$ cat config.mk
export PLATFORM = sky130hd
export DESIGN_NAME = multi_slot_liveness_watchdog_unit_flat
export DESIGN_NICKNAME = d
export VERILOG_FILES = /design/src/rtl/core/mslw_pkg.sv /design/src/rtl/core/mslw_ifs.sv /design/src/rtl/core/mslw_slot_mem.sv /design/src/rtl/core/mslw_eval.sv /design/src/rtl/core/multi_slot_liveness_watchdog_unit.sv /design/src/flat_wrapper.sv
export VERILOG_INCLUDE_DIRS = /design/src /design/src/rtl/core
export SDC_FILE = /design/constraint.sdc
export NUM_CORES = 2
export LEC_CHECK = 0
export BUFFER_PORTS_ARGS = -buffer_cell sky130_fd_sc_hd__buf_2
export CAP_MARGIN = 20
export CORE_MARGIN = 1.5
export CORE_UTILIZATION = 50
export DETAILED_ROUTE_END_ITERATION = 16
export MAX_ROUTING_LAYER = met4
export PLACE_DENSITY = 0.77
export SYNTH_ARGS = -nofsm -noshare
export SYNTH_HDL_FRONTEND = slang
export SYNTH_SLANG_ARGS = --single-unit
$ cat constraint.sdc
create_clock -name i_clk -period 5.8 [get_ports i_clk]
set_input_delay 0.29 -clock i_clk [delete_from_list [all_inputs] [get_ports i_clk]]
set_output_delay 0.29 -clock i_clk [all_outputs]
set_load 0.1 [all_outputs]
$ cat src/rtl/core/multi_slot_liveness_watchdog_unit_assert.svh
// ----------------------------------------------------------------------------
// multi slot liveness watchdog assertion macros
// shared property forms for the watchdog rtl, clocked on i_clk, off in reset
// ----------------------------------------------------------------------------
`ifndef MULTI_SLOT_LIVENESS_WATCHDOG_UNIT_ASSERT_SVH
`define MULTI_SLOT_LIVENESS_WATCHDOG_UNIT_ASSERT_SVH

// same-cycle implication
`define MSLW_ASSERT_NOW(label, ante, cons, msg) \
    label: assert property (@(posedge i_clk) disable iff (!i_rst_n) \
        (ante) |-> (cons)) else $error(msg);

// next-cycle implication
`define MSLW_ASSERT_NEXT(label, ante, cons, msg) \
    label: assert property (@(posedge i_clk) disable iff (!i_rst_n) \
        (ante) |=> (cons)) else $error(msg);

`endif

$ cat src/rtl/core/mslw_pkg.sv
// ----------------------------------------------------------------------------
// mslw_pkg
// constants, codes and shared types of the multi slot liveness watchdog
// ----------------------------------------------------------------------------
package mslw_pkg;

    // table size and derived index widths
    localparam int SLOTS   = 32;
    localparam int SLOT_IW = (SLOTS > 1) ? $clog2(SLOTS) : 1;
    localparam int SLOT_CW = $clog2(SLOTS + 1);

    localparam logic [15:0] CHECK_INTERVAL_RESET = 16'd1000;

    // item operation codes
    localparam logic [2:0] OP_REGISTER   = 3'd0;
    localparam logic [2:0] OP_DEREGISTER = 3'd1;
    localparam logic [2:0] OP_KICK       = 3'd2;
    localparam logic [2:0] OP_TICK       = 3'd3;
    localparam logic [2:0] OP_CHECK      = 3'd4;

    // result status codes
    localparam logic [1:0] ST_DONE      = 2'd0;
    localparam logic [1:0] ST_FULL      = 2'd1;
    localparam logic [1:0] ST_NOT_FOUND = 2'd2;
    localparam logic [1:0] ST_SKIPPED   = 2'd3;

    // per-slot key and limits
    typedef struct packed {
        logic [15:0] key;
        logic [31:0] warn;
        logic [31:0] fail;
    } t_slot_lims;

    // slot memory write request
    typedef struct packed {
        logic               lims_we;
        logic               kick_we;
        logic [SLOT_IW-1:0] addr;
        t_slot_lims         lims;
        logic [31:0]        kick;
    } t_mem_wr;

    // compare results of the shared slot evaluator
    typedef struct packed {
        logic key_hit;
        logic fail_hit;
        logic warn_hit;
    } t_eval_res;

endpackage

$ cat src/rtl/core/mslw_ifs.sv
// ----------------------------------------------------------------------------
// mslw channel interfaces
// valid/ready channels for items, results and the interval register write
// ----------------------------------------------------------------------------

// input item channel
interface mslw_item_if;
    logic        valid;
    logic        ready;
    logic [2:0]  op;
    logic [15:0] client_key;
    logic [31:0] warn_limit_ms;
    logic [31:0] fail_limit_ms;

    modport source (output valid, op, client_key, warn_limit_ms, fail_limit_ms,
                    input ready);
    modport sink   (input valid, op, client_key, warn_limit_ms, fail_limit_ms,
                    output ready);
endinterface

// result channel
interface mslw_res_if;
    logic       valid;
    logic       ready;
    logic [1:0] status;
    logic       healthy;
    logic       warn_seen;

    modport source (output valid, status, healthy, warn_seen, input ready);
    modport sink   (input valid, status, healthy, warn_seen, output ready);
endinterface

// check interval write channel
interface mslw_cfg_if;
    logic        valid;
    logic        ready;
    logic [15:0] data;

    modport source (output valid, data, input ready);
    modport sink   (input valid, data, output ready);
endinterface

$ cat src/rtl/core/mslw_slot_mem.sv
// ----------------------------------------------------------------------------
// mslw_slot_mem
// slot table storage: key and limits plus last kick stamp, registered read
// ----------------------------------------------------------------------------
module mslw_slot_mem (
    input  logic                         i_clk,
    input  mslw_pkg::t_mem_wr            i_wr,
    input  logic [mslw_pkg::SLOT_IW-1:0] i_rd_addr,
    output mslw_pkg::t_slot_lims         o_lims,
    output logic [31:0]                  o_kick
);
    import mslw_pkg::*;

    t_slot_lims  r_lims_mem [SLOTS];
    logic [31:0] r_kick_mem [SLOTS];

    // write port, fields written separately
    always_ff @(posedge i_clk) begin
        if (i_wr.lims_we) begin
            r_lims_mem[i_wr.addr] <= i_wr.lims;
        end
        if (i_wr.kick_we) begin
            r_kick_mem[i_wr.addr] <= i_wr.kick;
        end
    end

    // registered read port
    always_ff @(posedge i_clk) begin
        o_lims <= r_lims_mem[i_rd_addr];
        o_kick <= r_kick_mem[i_rd_addr];
    end

endmodule

$ cat src/rtl/core/mslw_eval.sv
// ----------------------------------------------------------------------------
// mslw_eval
// shared slot evaluator: key match and wrap-safe elapsed time limit compares
// ----------------------------------------------------------------------------
module mslw_eval (
    input  logic [31:0]          i_now,
    input  logic [15:0]          i_key,
    input  mslw_pkg::t_slot_lims i_lims,
    input  logic [31:0]          i_kick,
    output mslw_pkg::t_eval_res  o_res
);
    import mslw_pkg::*;

    logic [31:0] w_elapsed;

    // elapsed time modulo 2^32
    assign w_elapsed = i_now - i_kick;

    assign o_res.key_hit  = (i_lims.key == i_key);
    assign o_res.fail_hit = (w_elapsed >= i_lims.fail);
    assign o_res.warn_hit = (w_elapsed >= i_lims.warn);

endmodule

$ cat src/rtl/core/multi_slot_liveness_watchdog_unit.sv
// ----------------------------------------------------------------------------
// multi_slot_liveness_watchdog_unit
// table of watched clients with register, deregister, kick, tick and check
// ----------------------------------------------------------------------------
// Timing: tick, a skipped check and an unused op code answer directly, the
// result register being loaded at the input transfer. Register, deregister
// and kick scan the slot table from slot 0 and stop at the first free or
// matching slot; a performed check always scans all SLOTS slots. The scan
// rate is set by the slot memory's single registered read port feeding one
// shared evaluator, one slot per cycle. Used flags sit in flip-flops cleared
// at reset, so no clearing pass follows reset. A new item is taken once the
// unit is idle and the result register is free or being taken in the same
// cycle.
module multi_slot_liveness_watchdog_unit (
    input  logic i_clk,
    input  logic i_rst_n,
    mslw_item_if.sink  i_item,
    mslw_res_if.source o_res,
    mslw_cfg_if.sink   i_cfg
);
    import mslw_pkg::*;

    `include "multi_slot_liveness_watchdog_unit_assert.svh"

    typedef enum logic {
        S_IDLE,
        S_SCAN
    } t_state;

    t_state             r_state;
    logic [SLOTS-1:0]   r_used;
    logic [31:0]        r_now;
    logic [31:0]        r_last_chk;
    logic               r_checked;
    logic [15:0]        r_interval;
    logic [SLOT_CW-1:0] r_idx;
    logic               r_rd_vld;
    logic [SLOT_IW-1:0] r_rd_idx;
    logic               r_fail_acc;
    logic               r_warn_acc;
    logic               r_out_vld;
    logic [1:0]         r_status;
    logic               r_healthy;
    logic               r_warn;
    // latched item
    logic [2:0]         r_op;
    logic [15:0]        r_key;
    logic [31:0]        r_warn_lim;
    logic [31:0]        r_fail_lim;

    logic        w_in_xfer;
    logic        w_out_xfer;
    logic        w_cfg_xfer;
    logic [31:0] w_since;
    logic        w_skip;
    logic        w_slot_used;
    logic        w_reg_hit;
    logic        w_key_hit;
    logic        w_fail_now;
    logic        w_warn_now;
    logic        w_last;
    logic        w_tick_in;
    logic        w_chk_run;
    t_slot_lims  w_rd_lims;
    logic [31:0] w_rd_kick;
    t_eval_res   w_eval;
    t_mem_wr     w_wr;

    // handshakes
    assign w_in_xfer  = i_item.valid & i_item.ready;
    assign w_out_xfer = r_out_vld & o_res.ready;
    assign w_cfg_xfer = i_cfg.valid & i_cfg.ready;

    assign i_item.ready = (r_state == S_IDLE) && (!r_out_vld || o_res.ready);
    assign i_cfg.ready  = 1'b1;

    assign o_res.valid     = r_out_vld;
    assign o_res.status    = r_status;
    assign o_res.healthy   = r_healthy;
    assign o_res.warn_seen = r_warn;

    // check interval gate
    assign w_since = r_now - r_last_chk;
    assign w_skip  = r_checked && (w_since < {16'b0, r_interval});

    // accepted tick and performed check
    assign w_tick_in = w_in_xfer && (i_item.op == OP_TICK);
    assign w_chk_run = w_in_xfer && (i_item.op == OP_CHECK) && !w_skip;

    // slot storage and shared evaluator
    mslw_slot_mem u_mem (
        .i_clk     (i_clk),
        .i_wr      (w_wr),
        .i_rd_addr (r_idx[SLOT_IW-1:0]),
        .o_lims    (w_rd_lims),
        .o_kick    (w_rd_kick)
    );

    mslw_eval u_eval (
        .i_now  (r_now),
        .i_key  (r_key),
        .i_lims (w_rd_lims),
        .i_kick (w_rd_kick),
        .o_res  (w_eval)
    );

    // per-slot decisions on the slot read last cycle
    assign w_slot_used = r_used[r_rd_idx];
    assign w_reg_hit   = (r_state == S_SCAN) && r_rd_vld && (r_op == OP_REGISTER)
                         && !w_slot_used;
    assign w_key_hit   = (r_state == S_SCAN) && r_rd_vld && w_slot_used
                         && ((r_op == OP_DEREGISTER) || (r_op == OP_KICK))
                         && w_eval.key_hit;
    assign w_fail_now  = (r_op == OP_CHECK) && w_slot_used && w_eval.fail_hit;
    assign w_warn_now  = (r_op == OP_CHECK) && w_slot_used && !w_eval.fail_hit
                         && w_eval.warn_hit;
    assign w_last      = (r_rd_idx == SLOT_IW'(SLOTS - 1));

    // memory writes: new slot or kick stamp
    always_comb begin
        w_wr.lims_we   = w_reg_hit;
        w_wr.kick_we   = w_reg_hit || (w_key_hit && (r_op == OP_KICK));
        w_wr.addr      = r_rd_idx;
        w_wr.lims.key  = r_key;
        w_wr.lims.warn = r_warn_lim;
        w_wr.lims.fail = r_fail_lim;
        w_wr.kick      = r_now;
    end

    // latched item fields
    always_ff @(posedge i_clk) begin
        if (w_in_xfer) begin
            r_op       <= i_item.op;
            r_key      <= i_item.client_key;
            r_warn_lim <= i_item.warn_limit_ms;
            r_fail_lim <= i_item.fail_limit_ms;
        end
    end

    // sequencer, table state and result register
    always_ff @(posedge i_clk) begin
        if (!i_rst_n) begin
            r_state    <= S_IDLE;
            r_used     <= '0;
            r_now      <= '0;
            r_last_chk <= '0;
            r_checked  <= 1'b0;
            r_interval <= CHECK_INTERVAL_RESET;
            r_idx      <= '0;
            r_rd_vld   <= 1'b0;
            r_rd_idx   <= '0;
            r_fail_acc <= 1'b0;
            r_warn_acc <= 1'b0;
            r_out_vld  <= 1'b0;
            r_status   <= ST_DONE;
            r_healthy  <= 1'b1;
            r_warn     <= 1'b0;
        end else begin
            if (w_cfg_xfer) begin
                r_interval <= i_cfg.data;
            end
            case (r_state)
                S_IDLE: begin
                    if (w_in_xfer) begin
                        r_idx      <= '0;
                        r_rd_vld   <= 1'b0;
                        r_fail_acc <= 1'b0;
                        r_warn_acc <= 1'b0;
                        case (i_item.op)
                            OP_TICK: begin
                                r_now     <= r_now + 32'd1;
                                r_out_vld <= 1'b1;
                                r_status  <= ST_DONE;
                                r_healthy <= 1'b1;
                                r_warn    <= 1'b0;
                            end
                            OP_CHECK: begin
                                if (w_skip) begin
                                    r_out_vld <= 1'b1;
                                    r_status  <= ST_SKIPPED;
                                    r_healthy <= 1'b1;
                                    r_warn    <= 1'b0;
                                end else begin
                                    r_out_vld  <= 1'b0;
                                    r_last_chk <= r_now;
                                    r_checked  <= 1'b1;
                                    r_state    <= S_SCAN;
                                end
                            end
                            OP_REGISTER, OP_DEREGISTER, OP_KICK: begin
                                r_out_vld <= 1'b0;
                                r_state   <= S_SCAN;
                            end
                            default: begin
                                r_out_vld <= 1'b1;
                                r_status  <= ST_DONE;
                                r_healthy <= 1'b1;
                                r_warn    <= 1'b0;
                            end
                        endcase
                    end else if (w_out_xfer) begin
                        r_out_vld <= 1'b0;
                    end
                end
                S_SCAN: begin
                    // issue the next slot read
                    if (r_idx < SLOT_CW'(SLOTS)) begin
                        r_idx    <= r_idx + SLOT_CW'(1);
                        r_rd_vld <= 1'b1;
                        r_rd_idx <= r_idx[SLOT_IW-1:0];
                    end else begin
                        r_rd_vld <= 1'b0;
                    end
                    // evaluate the slot read last cycle
                    if (r_rd_vld) begin
                        r_fail_acc <= r_fail_acc | w_fail_now;
                        r_warn_acc <= r_warn_acc | w_warn_now;
                        if (w_reg_hit || w_key_hit) begin
                            if (w_reg_hit) begin
                                r_used[r_rd_idx] <= 1'b1;
                            end else if (r_op == OP_DEREGISTER) begin
                                r_used[r_rd_idx] <= 1'b0;
                            end
                            r_out_vld <= 1'b1;
                            r_status  <= ST_DONE;
                            r_healthy <= 1'b1;
                            r_warn    <= 1'b0;
                            r_state   <= S_IDLE;
                        end else if (w_last) begin
                            r_out_vld <= 1'b1;
                            r_healthy <= !(r_fail_acc | w_fail_now);
                            r_warn    <= r_warn_acc | w_warn_now;
                            if (r_op == OP_REGISTER) begin
                                r_status <= ST_FULL;
                            end else if (r_op == OP_CHECK) begin
                                r_status <= ST_DONE;
                            end else begin
                                r_status <= ST_NOT_FOUND;
                            end
                            r_state <= S_IDLE;
                        end
                    end
                end
                default: begin
                    r_state <= S_IDLE;
                end
            endcase
        end
    end

    // checks on the sequencer and table state
    `MSLW_ASSERT_NOW(a_scan_out_free, r_state == S_SCAN, !r_out_vld, "result pending in scan")
    `MSLW_ASSERT_NEXT(a_tick_adv, w_tick_in, r_now == $past(r_now) + 32'd1, "tick missed")
    `MSLW_ASSERT_NEXT(a_check_flag, w_chk_run, r_checked, "check flag not set")
    `MSLW_ASSERT_NEXT(a_check_stamp, w_chk_run, r_last_chk == $past(r_now), "no stamp")
    `MSLW_ASSERT_NOW(a_unhealthy_done, !r_healthy, r_status == ST_DONE, "unhealthy not done")

endmodule
$ cat src/flat_wrapper.sv
// flat-port wrapper written by rule: the top's interface ports become plain ports
module multi_slot_liveness_watchdog_unit_flat import mslw_pkg::*;
  (i_clk, i_rst_n, i_item_valid, i_item_op, i_item_client_key, i_item_warn_limit_ms, i_item_fail_limit_ms, i_item_ready, o_res_valid, o_res_status, o_res_healthy, o_res_warn_seen, o_res_ready, i_cfg_valid, i_cfg_data, i_cfg_ready);
  mslw_item_if i_item_i ();
  mslw_res_if o_res_i ();
  mslw_cfg_if i_cfg_i ();
  input  logic i_clk;
  input  logic i_rst_n;
  input wire logic [$bits(i_item_i.valid)-1:0] i_item_valid;
  input wire logic [$bits(i_item_i.op)-1:0] i_item_op;
  input wire logic [$bits(i_item_i.client_key)-1:0] i_item_client_key;
  input wire logic [$bits(i_item_i.warn_limit_ms)-1:0] i_item_warn_limit_ms;
  input wire logic [$bits(i_item_i.fail_limit_ms)-1:0] i_item_fail_limit_ms;
  output wire logic [$bits(i_item_i.ready)-1:0] i_item_ready;
  output wire logic [$bits(o_res_i.valid)-1:0] o_res_valid;
  output wire logic [$bits(o_res_i.status)-1:0] o_res_status;
  output wire logic [$bits(o_res_i.healthy)-1:0] o_res_healthy;
  output wire logic [$bits(o_res_i.warn_seen)-1:0] o_res_warn_seen;
  input wire logic [$bits(o_res_i.ready)-1:0] o_res_ready;
  input wire logic [$bits(i_cfg_i.valid)-1:0] i_cfg_valid;
  input wire logic [$bits(i_cfg_i.data)-1:0] i_cfg_data;
  output wire logic [$bits(i_cfg_i.ready)-1:0] i_cfg_ready;
  assign i_item_i.valid = i_item_valid;
  assign i_item_i.op = i_item_op;
  assign i_item_i.client_key = i_item_client_key;
  assign i_item_i.warn_limit_ms = i_item_warn_limit_ms;
  assign i_item_i.fail_limit_ms = i_item_fail_limit_ms;
  assign i_item_ready = i_item_i.ready;
  assign o_res_valid = o_res_i.valid;
  assign o_res_status = o_res_i.status;
  assign o_res_healthy = o_res_i.healthy;
  assign o_res_warn_seen = o_res_i.warn_seen;
  assign o_res_i.ready = o_res_ready;
  assign i_cfg_i.valid = i_cfg_valid;
  assign i_cfg_i.data = i_cfg_data;
  assign i_cfg_ready = i_cfg_i.ready;
  multi_slot_liveness_watchdog_unit u_core (.i_clk(i_clk), .i_rst_n(i_rst_n), .i_item(i_item_i), .o_res(o_res_i), .i_cfg(i_cfg_i));
endmodule
### Word-level counts from Yosys, hierarchy flattened

Memories as Yosys holds them, arrays and structs flattened. A register that Yosys moved wholly into a read port is not among the register bits.
Index checks and enable logic that the tools add are counted.

| word-level totals | value |
|---|---|
| register bits | 216 |
| bits in latches | 0 |
| bits in writable memories | 3584 |
| ROM bits | 0 |
| bits of input ports | 104 |
| output and inout bits | 7 |
| logic and storage cells | 148 |
| memories kept | 2 |

Memories:

| name | words | bits a word | read ports | clocked after Yosys merged registers in | write ports | line | text |
|---|---|---|---|---|---|---|---|
| u_core.u_mem.r_lims_mem | 32 | 80 | 1 | 1 | 1 | mslw_slot_mem.sv:14 | `t_slot_lims r_lims_mem [SLOTS];` |
| u_core.u_mem.r_kick_mem | 32 | 32 | 1 | 1 | 1 | mslw_slot_mem.sv:15 | `logic [31:0] r_kick_mem [SLOTS];` |

| operators by class | value |
|---|---|
| add/subtract/negate cells | 4 |
| $mul | 0 |
| div/mod/pow operators | 0 |
| order comparisons | 6 |
| eq/ne operators | 16 |
| shift-type cells | 0 |
| mux-type cells | 58 |
| bitwise gates (word level) | 9 |
| reductions and logical operators | 34 |

Operators with widths:

| cell | number |
|---|---|
| greater-or-equal comparator 32 bit | 2 |
| 2-to-1 mux 32 bit | 2 |
| subtractor 32 bit | 2 |
| adder 32 x 1 -> 32 bit, second input constant | 1 |
| AND 32 bit | 1 |
| < comparator 32 x 16 -> 1 bit | 1 |
| NOT 32 bit | 1 |
| OR 32 bit | 1 |
| 2-to-1 mux 1 bit | 31 |
| case mux 1 bit (2 select lines) | 11 |
| equality test 16 bit | 1 |
| logical AND 1 bit | 14 |
| 2-to-1 mux 2 bit | 7 |
| 2-to-1 mux 6 bit | 2 |
| case mux 6 bit (2 select lines) | 1 |
| equality test 3 x 2 -> 1 bit, second input constant | 3 |
| case mux 2 bit (2 select lines) | 2 |
| AND reduction 4 bit | 2 |
| adder 6 x 1 -> 6 bit, second input constant | 1 |
| equality test 3 x 1 -> 1 bit, second input constant | 2 |
| equality test 3 bit, second input constant | 2 |
| logical NOT 3 bit | 2 |
| < comparator 5 x 6 -> 1 bit, second input constant | 1 |
| < comparator 6 bit, second input constant | 1 |
| other kinds (19) | 33 |

### Logic depth before layout (Yosys ltp)

| logic depth | value |
|---|---|
| depth in word-level cells | 10 |
| mapped depth | 25 |
| mapped depth without buffers | 25 |

### By module

From an unflattened synthesis, not the netlist that was laid out.

| second synthesis, totals | value |
|---|---|
| cells, all modules | 8165 |
| area total of the unflattened synthesis | 152625.1 um^2 |

By module, submodules not included:

| module | instances | cells each | area each (um^2) | sequential area each (um^2) |
|---|---|---|---|---|
| mslw_slot_mem | 1 | 6560 | 138401.5 | 109865.4 |
| multi_slot_liveness_watchdog_unit | 1 | 1110 | 10729.0 | 5154.9 |
| mslw_eval | 1 | 495 | 3494.6 | 0.0 |

### Worst setup path before layout

No wires, ideal clock.

| timing path | value |
|---|---|
| kind | register to register |
| from | reg u_core.r_rd_idx[0] |
| to | mem u_core.u_mem.r_lims_mem[4][0] (netlist bit) (enable) |
| setup time | 0.521 ns |
| arrival time | 5.761 ns |
| required time | 5.279 ns |
| path slack | -0.482 ns |
| cell stages (with the launch flop) | 9 |
| path buffers | 3 |
| clock period less this slack | 6.282 ns |
| cells stage by stage | dfxtp_1 > buf_2 > mux4_2 > a22oi_1 > nand4_1 > or4_1 > clkbuf_1 > clkbuf_1 > nor2_1 |

| on the way | value |
|---|---|
| word-level cells in the longest chain between the ends | 6 |

Ends and longest elaborated chain:

| what | line | text |
|---|---|---|
| from (decl) | multi_slot_liveness_watchdog_unit.sv:38 | `logic [SLOT_IW-1:0] r_rd_idx;` |
| from (signal assigned) | multi_slot_liveness_watchdog_unit.sv:210 | `r_rd_idx <= r_idx[SLOT_IW-1:0];` |
| binary-select mux 1 bit (select 5 bit) | multi_slot_liveness_watchdog_unit.sv:108 | `assign w_slot_used = r_used[r_rd_idx];` |
| 2-to-1 mux 1 bit (implied by the code) | multi_slot_liveness_watchdog_unit.sv:108 |  |
| logical NOT 1 bit | multi_slot_liveness_watchdog_unit.sv:110 | `&& !w_slot_used;` |
| logical AND 1 bit | multi_slot_liveness_watchdog_unit.sv:110 |  |
| 2-to-1 mux 1 bit | mslw_slot_mem.sv:19 | `if (i_wr.lims_we) begin` |
| 2-to-1 mux 1 bit (implied by the code) | mslw_slot_mem.sv:20 | `r_lims_mem[i_wr.addr] <= i_wr.lims;` |
| to (decl) | mslw_slot_mem.sv:14 |  |

Several ways; a longest one is shown, not always the timed one. The select of a mux whose other input is x is not followed.

### Worst setup path in the final report

| timing path | value |
|---|---|
| from | reg u_core.u_mem.o_kick[6], read port of u_core.u_mem.r_kick_mem |
| to | reg u_core.r_warn (netlist: u_core.o_res.warn_seen) |

| on the way | value |
|---|---|
| word-level cells in the longest chain between the ends | 10 |
| elaborated cells on any way between the ends | 11 |
| classes of those cells | add/sub: 1; order compare: 2; mux: 4; bitwise: 1; reduce/logical: 3 |

Ends and longest elaborated chain:

| what | line | text |
|---|---|---|
| from (decl) | mslw_slot_mem.sv:10 | `output logic [31:0] o_kick` |
| subtractor 32 bit * | mslw_eval.sv:17 | `assign w_elapsed = i_now - i_kick;` |
| greater-or-equal comparator 32 bit | mslw_eval.sv:20 | `assign o_res.fail_hit = (w_elapsed >= i_lims.fail);` |
| logical NOT 1 bit | multi_slot_liveness_watchdog_unit.sv:115 | `assign w_warn_now = (r_op == OP_CHECK) && w_slot_used && !w_eval.fail_hit` |
| logical AND 1 bit | multi_slot_liveness_watchdog_unit.sv:115 |  |
| logical AND 1 bit * | multi_slot_liveness_watchdog_unit.sv:116 | `&& w_eval.warn_hit;` |
| OR 1 bit * | multi_slot_liveness_watchdog_unit.sv:232 | `r_warn <= r_warn_acc \| w_warn_now;` |
| 2-to-1 mux 1 bit * | multi_slot_liveness_watchdog_unit.sv:229 | `end else if (w_last) begin` |
| 2-to-1 mux 1 bit * | multi_slot_liveness_watchdog_unit.sv:218 | `if (w_reg_hit \|\| w_key_hit) begin` |
| 2-to-1 mux 1 bit * | multi_slot_liveness_watchdog_unit.sv:215 | `if (r_rd_vld) begin` |
| case mux 1 bit (2 select lines) * | multi_slot_liveness_watchdog_unit.sv:162 | `case (r_state)` |
| to (signal assigned) | multi_slot_liveness_watchdog_unit.sv:232 |  |
| to (decl) | multi_slot_liveness_watchdog_unit.sv:44 | `logic r_warn;` |

Mark *: on every way between the ends. The rest lies on a longest branch, timed or not. The select of a mux whose other input is x is not followed.
A chain may end at the register's enable or synchronous reset.

==> results.yml <==
die:
  core_um2: 303000
  dieArea_um2: 307000
  ioPinCount: 111
  die_w_um: 554
  initial_core_util_pct: 50.2
  row_count: 202
  dieHeight_um: 554
grt:
  antenna_found_initial: 21
  grt_first_pass_wirelength_mm: 570
  grt_pass1_vias: 77400
  grt_max_degree: 99
  overflow: 0
  gr-usage-all-layers_pct: 26.9
setup_path:
  crit_path_start_kind: "flop"
  slowest_delay_ns: 0.48
  path_class: "flop to flop"
  critPathTopFamily: "compound AO/OA/AOI/OAI gates"
  worst_path_max_delay_cell: "or3_1"
  endpoint_kind: "flop"
  r2r_slack_ns: 0.37
  crit_arrival_ns: 6.34
  crit_buf_inv: 1
  required_ns: 6.71
  worstPathCellList: "inv_1, ha_1, a211oi_1, nand2_1, o21ai_0, a21oi_1, or3_1, a41o_1, nand3_1, a41oi_1, a31oi_1, xnor2_1, ha_1, a21o_1, a21oi_1, nand2_1, a311o_1, o31ai_1, nor2b_1, a21o_1, a31o_1, a41o_1"
  path_max_fanout: 6
timing:
  fin_crit_sh_pct: 93.7
  slew_headroom_pct: 20.0
  drv_slew: 0
  setup_violations: 0
  rsz0062_at_grt: "no"
  layout_setup_ws_ns: 0.366
  fin_crit_ns: 5.43
  worst_pin_slew_ns: 1.20
  fin_skew_ns: 0.0737
  fmax_mhz: 184
  whs_ns: 0.0231
  hold_viol_final: 0
finish:
  fill_cells: 20500
  layout_commonest_cell: "edfxtp_1"
  final_nets: 7616
  final_cell_mix: "edfxtp_1, mux4_2, clkbuf_16, dfxtp_1, nand2_1"
  final_cells: 11700
  post-route-util_pct: 57.4
  area_growth_pct: 14.3
  fin_area_um2: 174000
  drive_gt1_share_pct: 29.3
detailed_routing:
  via_count: 76800
  vias_per_cell: 6.58
  antenna_left: 0
  drc: 0
  first_pass_iters: 6
  wire_per_inst_um: 34.5
  wirelength_mm: 404
  drt_iter0_drc: 11300
cts:
  clk_latency_ns: 0.99
  cts.clk_slew.worst_paths_ns: 0.06
  clock_sinks: 3912
  cts-htree-levels: 5
  cts.path.max_buffers: 4
  tritoncts: "done"
  numCtsBuffers: 380
  root_buffer: "clkbuf_16"
place:
  port_buffers: 109
  detailed_place.area_um2: 160000
  placed_cells: 10800
  place_congestion: 0.874
  hpwl_mm: 198
  post-place-ws_ns: 0.431
pwr:
  power.density_nw_per_um2: 332
  power_leakage_nw: 54.2
  peakVddDrop_mv: 0.303
synthesis:
  syn-num-nets: 7075
  yosys_register_bits: 3912
  yosysUniqueCellTypes: 97
  synth_async_sr_flop_share_pct: 0
  synth_area_per_cell_um2: 22.2
  ys_warn_count: 0
  synth_edf_count: 3667
  yosysSeqAreaShare_pct: 75.7
  syn-instance-count: 6826
  synth_flop_cell: "edfxtp_1"
  syn-cell-area_um2: 152000
min_path:
  hp-class: "input port to flop"
flow_run:
  cap_violations: 0
outcome:
  status: "finished clean"
## power breakdown
| group | internal, mW | total (mW) | switching (mW) | leakage [nW] |
|---|---|---|---|---|
| logic | 0.777 | 1.59 | 0.809 | 13.0 |
| registers | 30.9 | 31.3 | 0.358 | 35.1 |
| clock network | 13.9 | 24.8 | 10.9 | 6.03 |
## path summary, 6_finish.rpt
check | start | to | depth (start not counted)
worst min-delay path | i_item_client_key[10] | u_core.r_key[10] | 2
worst min register to register | u_core.r_last_chk[12] | u_core.r_last_chk[12] | 2
worst max-delay path | u_core.u_mem.o_kick[6] | u_core.o_res.warn_seen | 22
worst max register to register | u_core.u_mem.o_kick[6] | u_core.o_res.warn_seen | 22
## state kept, by name, summed over array words and instances, names as in the netlist, 2 cells and up, named ones only
signal	count
u_core.r_fail_lim	32
u_core.r_now	32
u_core.u_mem.r_lims_mem	2560
u_core.r_op	3
u_core.r_interval	16
u_core.u_mem.r_kick_mem	1024
u_core.r_key	16
u_core.r_idx	6
u_core.r_last_chk	32
u_core.o_res.status	2
u_core.r_warn_lim	32
u_core.r_rd_idx	5
u_core.u_mem.o_kick	32
u_core.u_mem.o_lims	80
## kinds of logic after synthesis
kind of cell,after synthesis,share of synthesized area (%)
AO/OA/AOI/OAI,359,1.68
AND/OR/NAND/NOR,554,1.76
XOR/XNOR,93,0.541
multiplexers,1284,17.8
adder cells (fa/ha/maj),146,1.21
buffers and inverters,477,1.22
flip-flops,3912,75.7
other,1,0.00247
## per-layer routing
layer / GRT usage [%] / up-vias / routed length [um]
met5: - / - / 0
met1: 34.0 / 40600 / 141000
met4: 10.4 / 0 / 17200
li1: - / 29700 / -
met2: 43.6 / 5683 / 202000
met3: 4.83 / 896 / 43100
## cell type report
| class | instances | area (um^2) | area share, % |
|---|---|---|---|
| repair buffers | 478 | 5020 | 2.89 |
| clock buffers | 479 | 10100 | 5.83 |
| multi-input cells | 2437 | 35500 | 20.4 |
| clock inverters | 227 | 2300 | 1.33 |
| inverters | 158 | 598 | 0.345 |
| well taps | 3978 | 4980 | 2.87 |
| flip-flops and latches | 3912 | 115000 | 66.3 |
| diodes | 12 | 30.0 | 0.0173 |
## timing repair
action,in CTS,in global routing
hold endpoints to repair,102,0
setup buffers,0,0
gates resized for setup,0,1
setup endpoints to repair,0,4
hold buffers,128,0
## Yosys cell counts (11+ instances only)
cell type	count	share of area (%)
ha_1	143	1.2
a21oi_1	76	0.25
edfxtp_1	3667	73
mux4_2	1128	17
o211ai_1	11	0.054
o21ai_0	41	0.14
xnor2_1	52	0.30
a21o_1	45	0.22
inv_1	158	0.39
and2_1	31	0.13
nand3_1	41	0.14
mux2i_1	43	0.28
nand4_1	32	0.13
nor3_1	21	0.069
nand2_1	198	0.49
nand2b_1	15	0.062
buf_1	99	0.24
xor2_1	40	0.23
nor2_1	124	0.31
o21a_1	75	0.37
mux2_2	113	0.84
clkbuf_1	205	0.51
a21boi_0	12	0.059
nor2b_1	27	0.11
a31oi_1	12	0.049
and3_1	20	0.082
dfxtp_1	245	3.2
## metrics by stage
step / setup TNS (ns) / power, mW
3_3_place_gp: 0 / 33.3
3_5_place_dp: 0 / 33.4
2_1_floorplan: -1212.96 / 32.8
4_1_cts: 0 / 57.8
5_1_grt: 0 / 58.9
6_report: 0 / 57.6
Power figures use the tool's default switching activity.
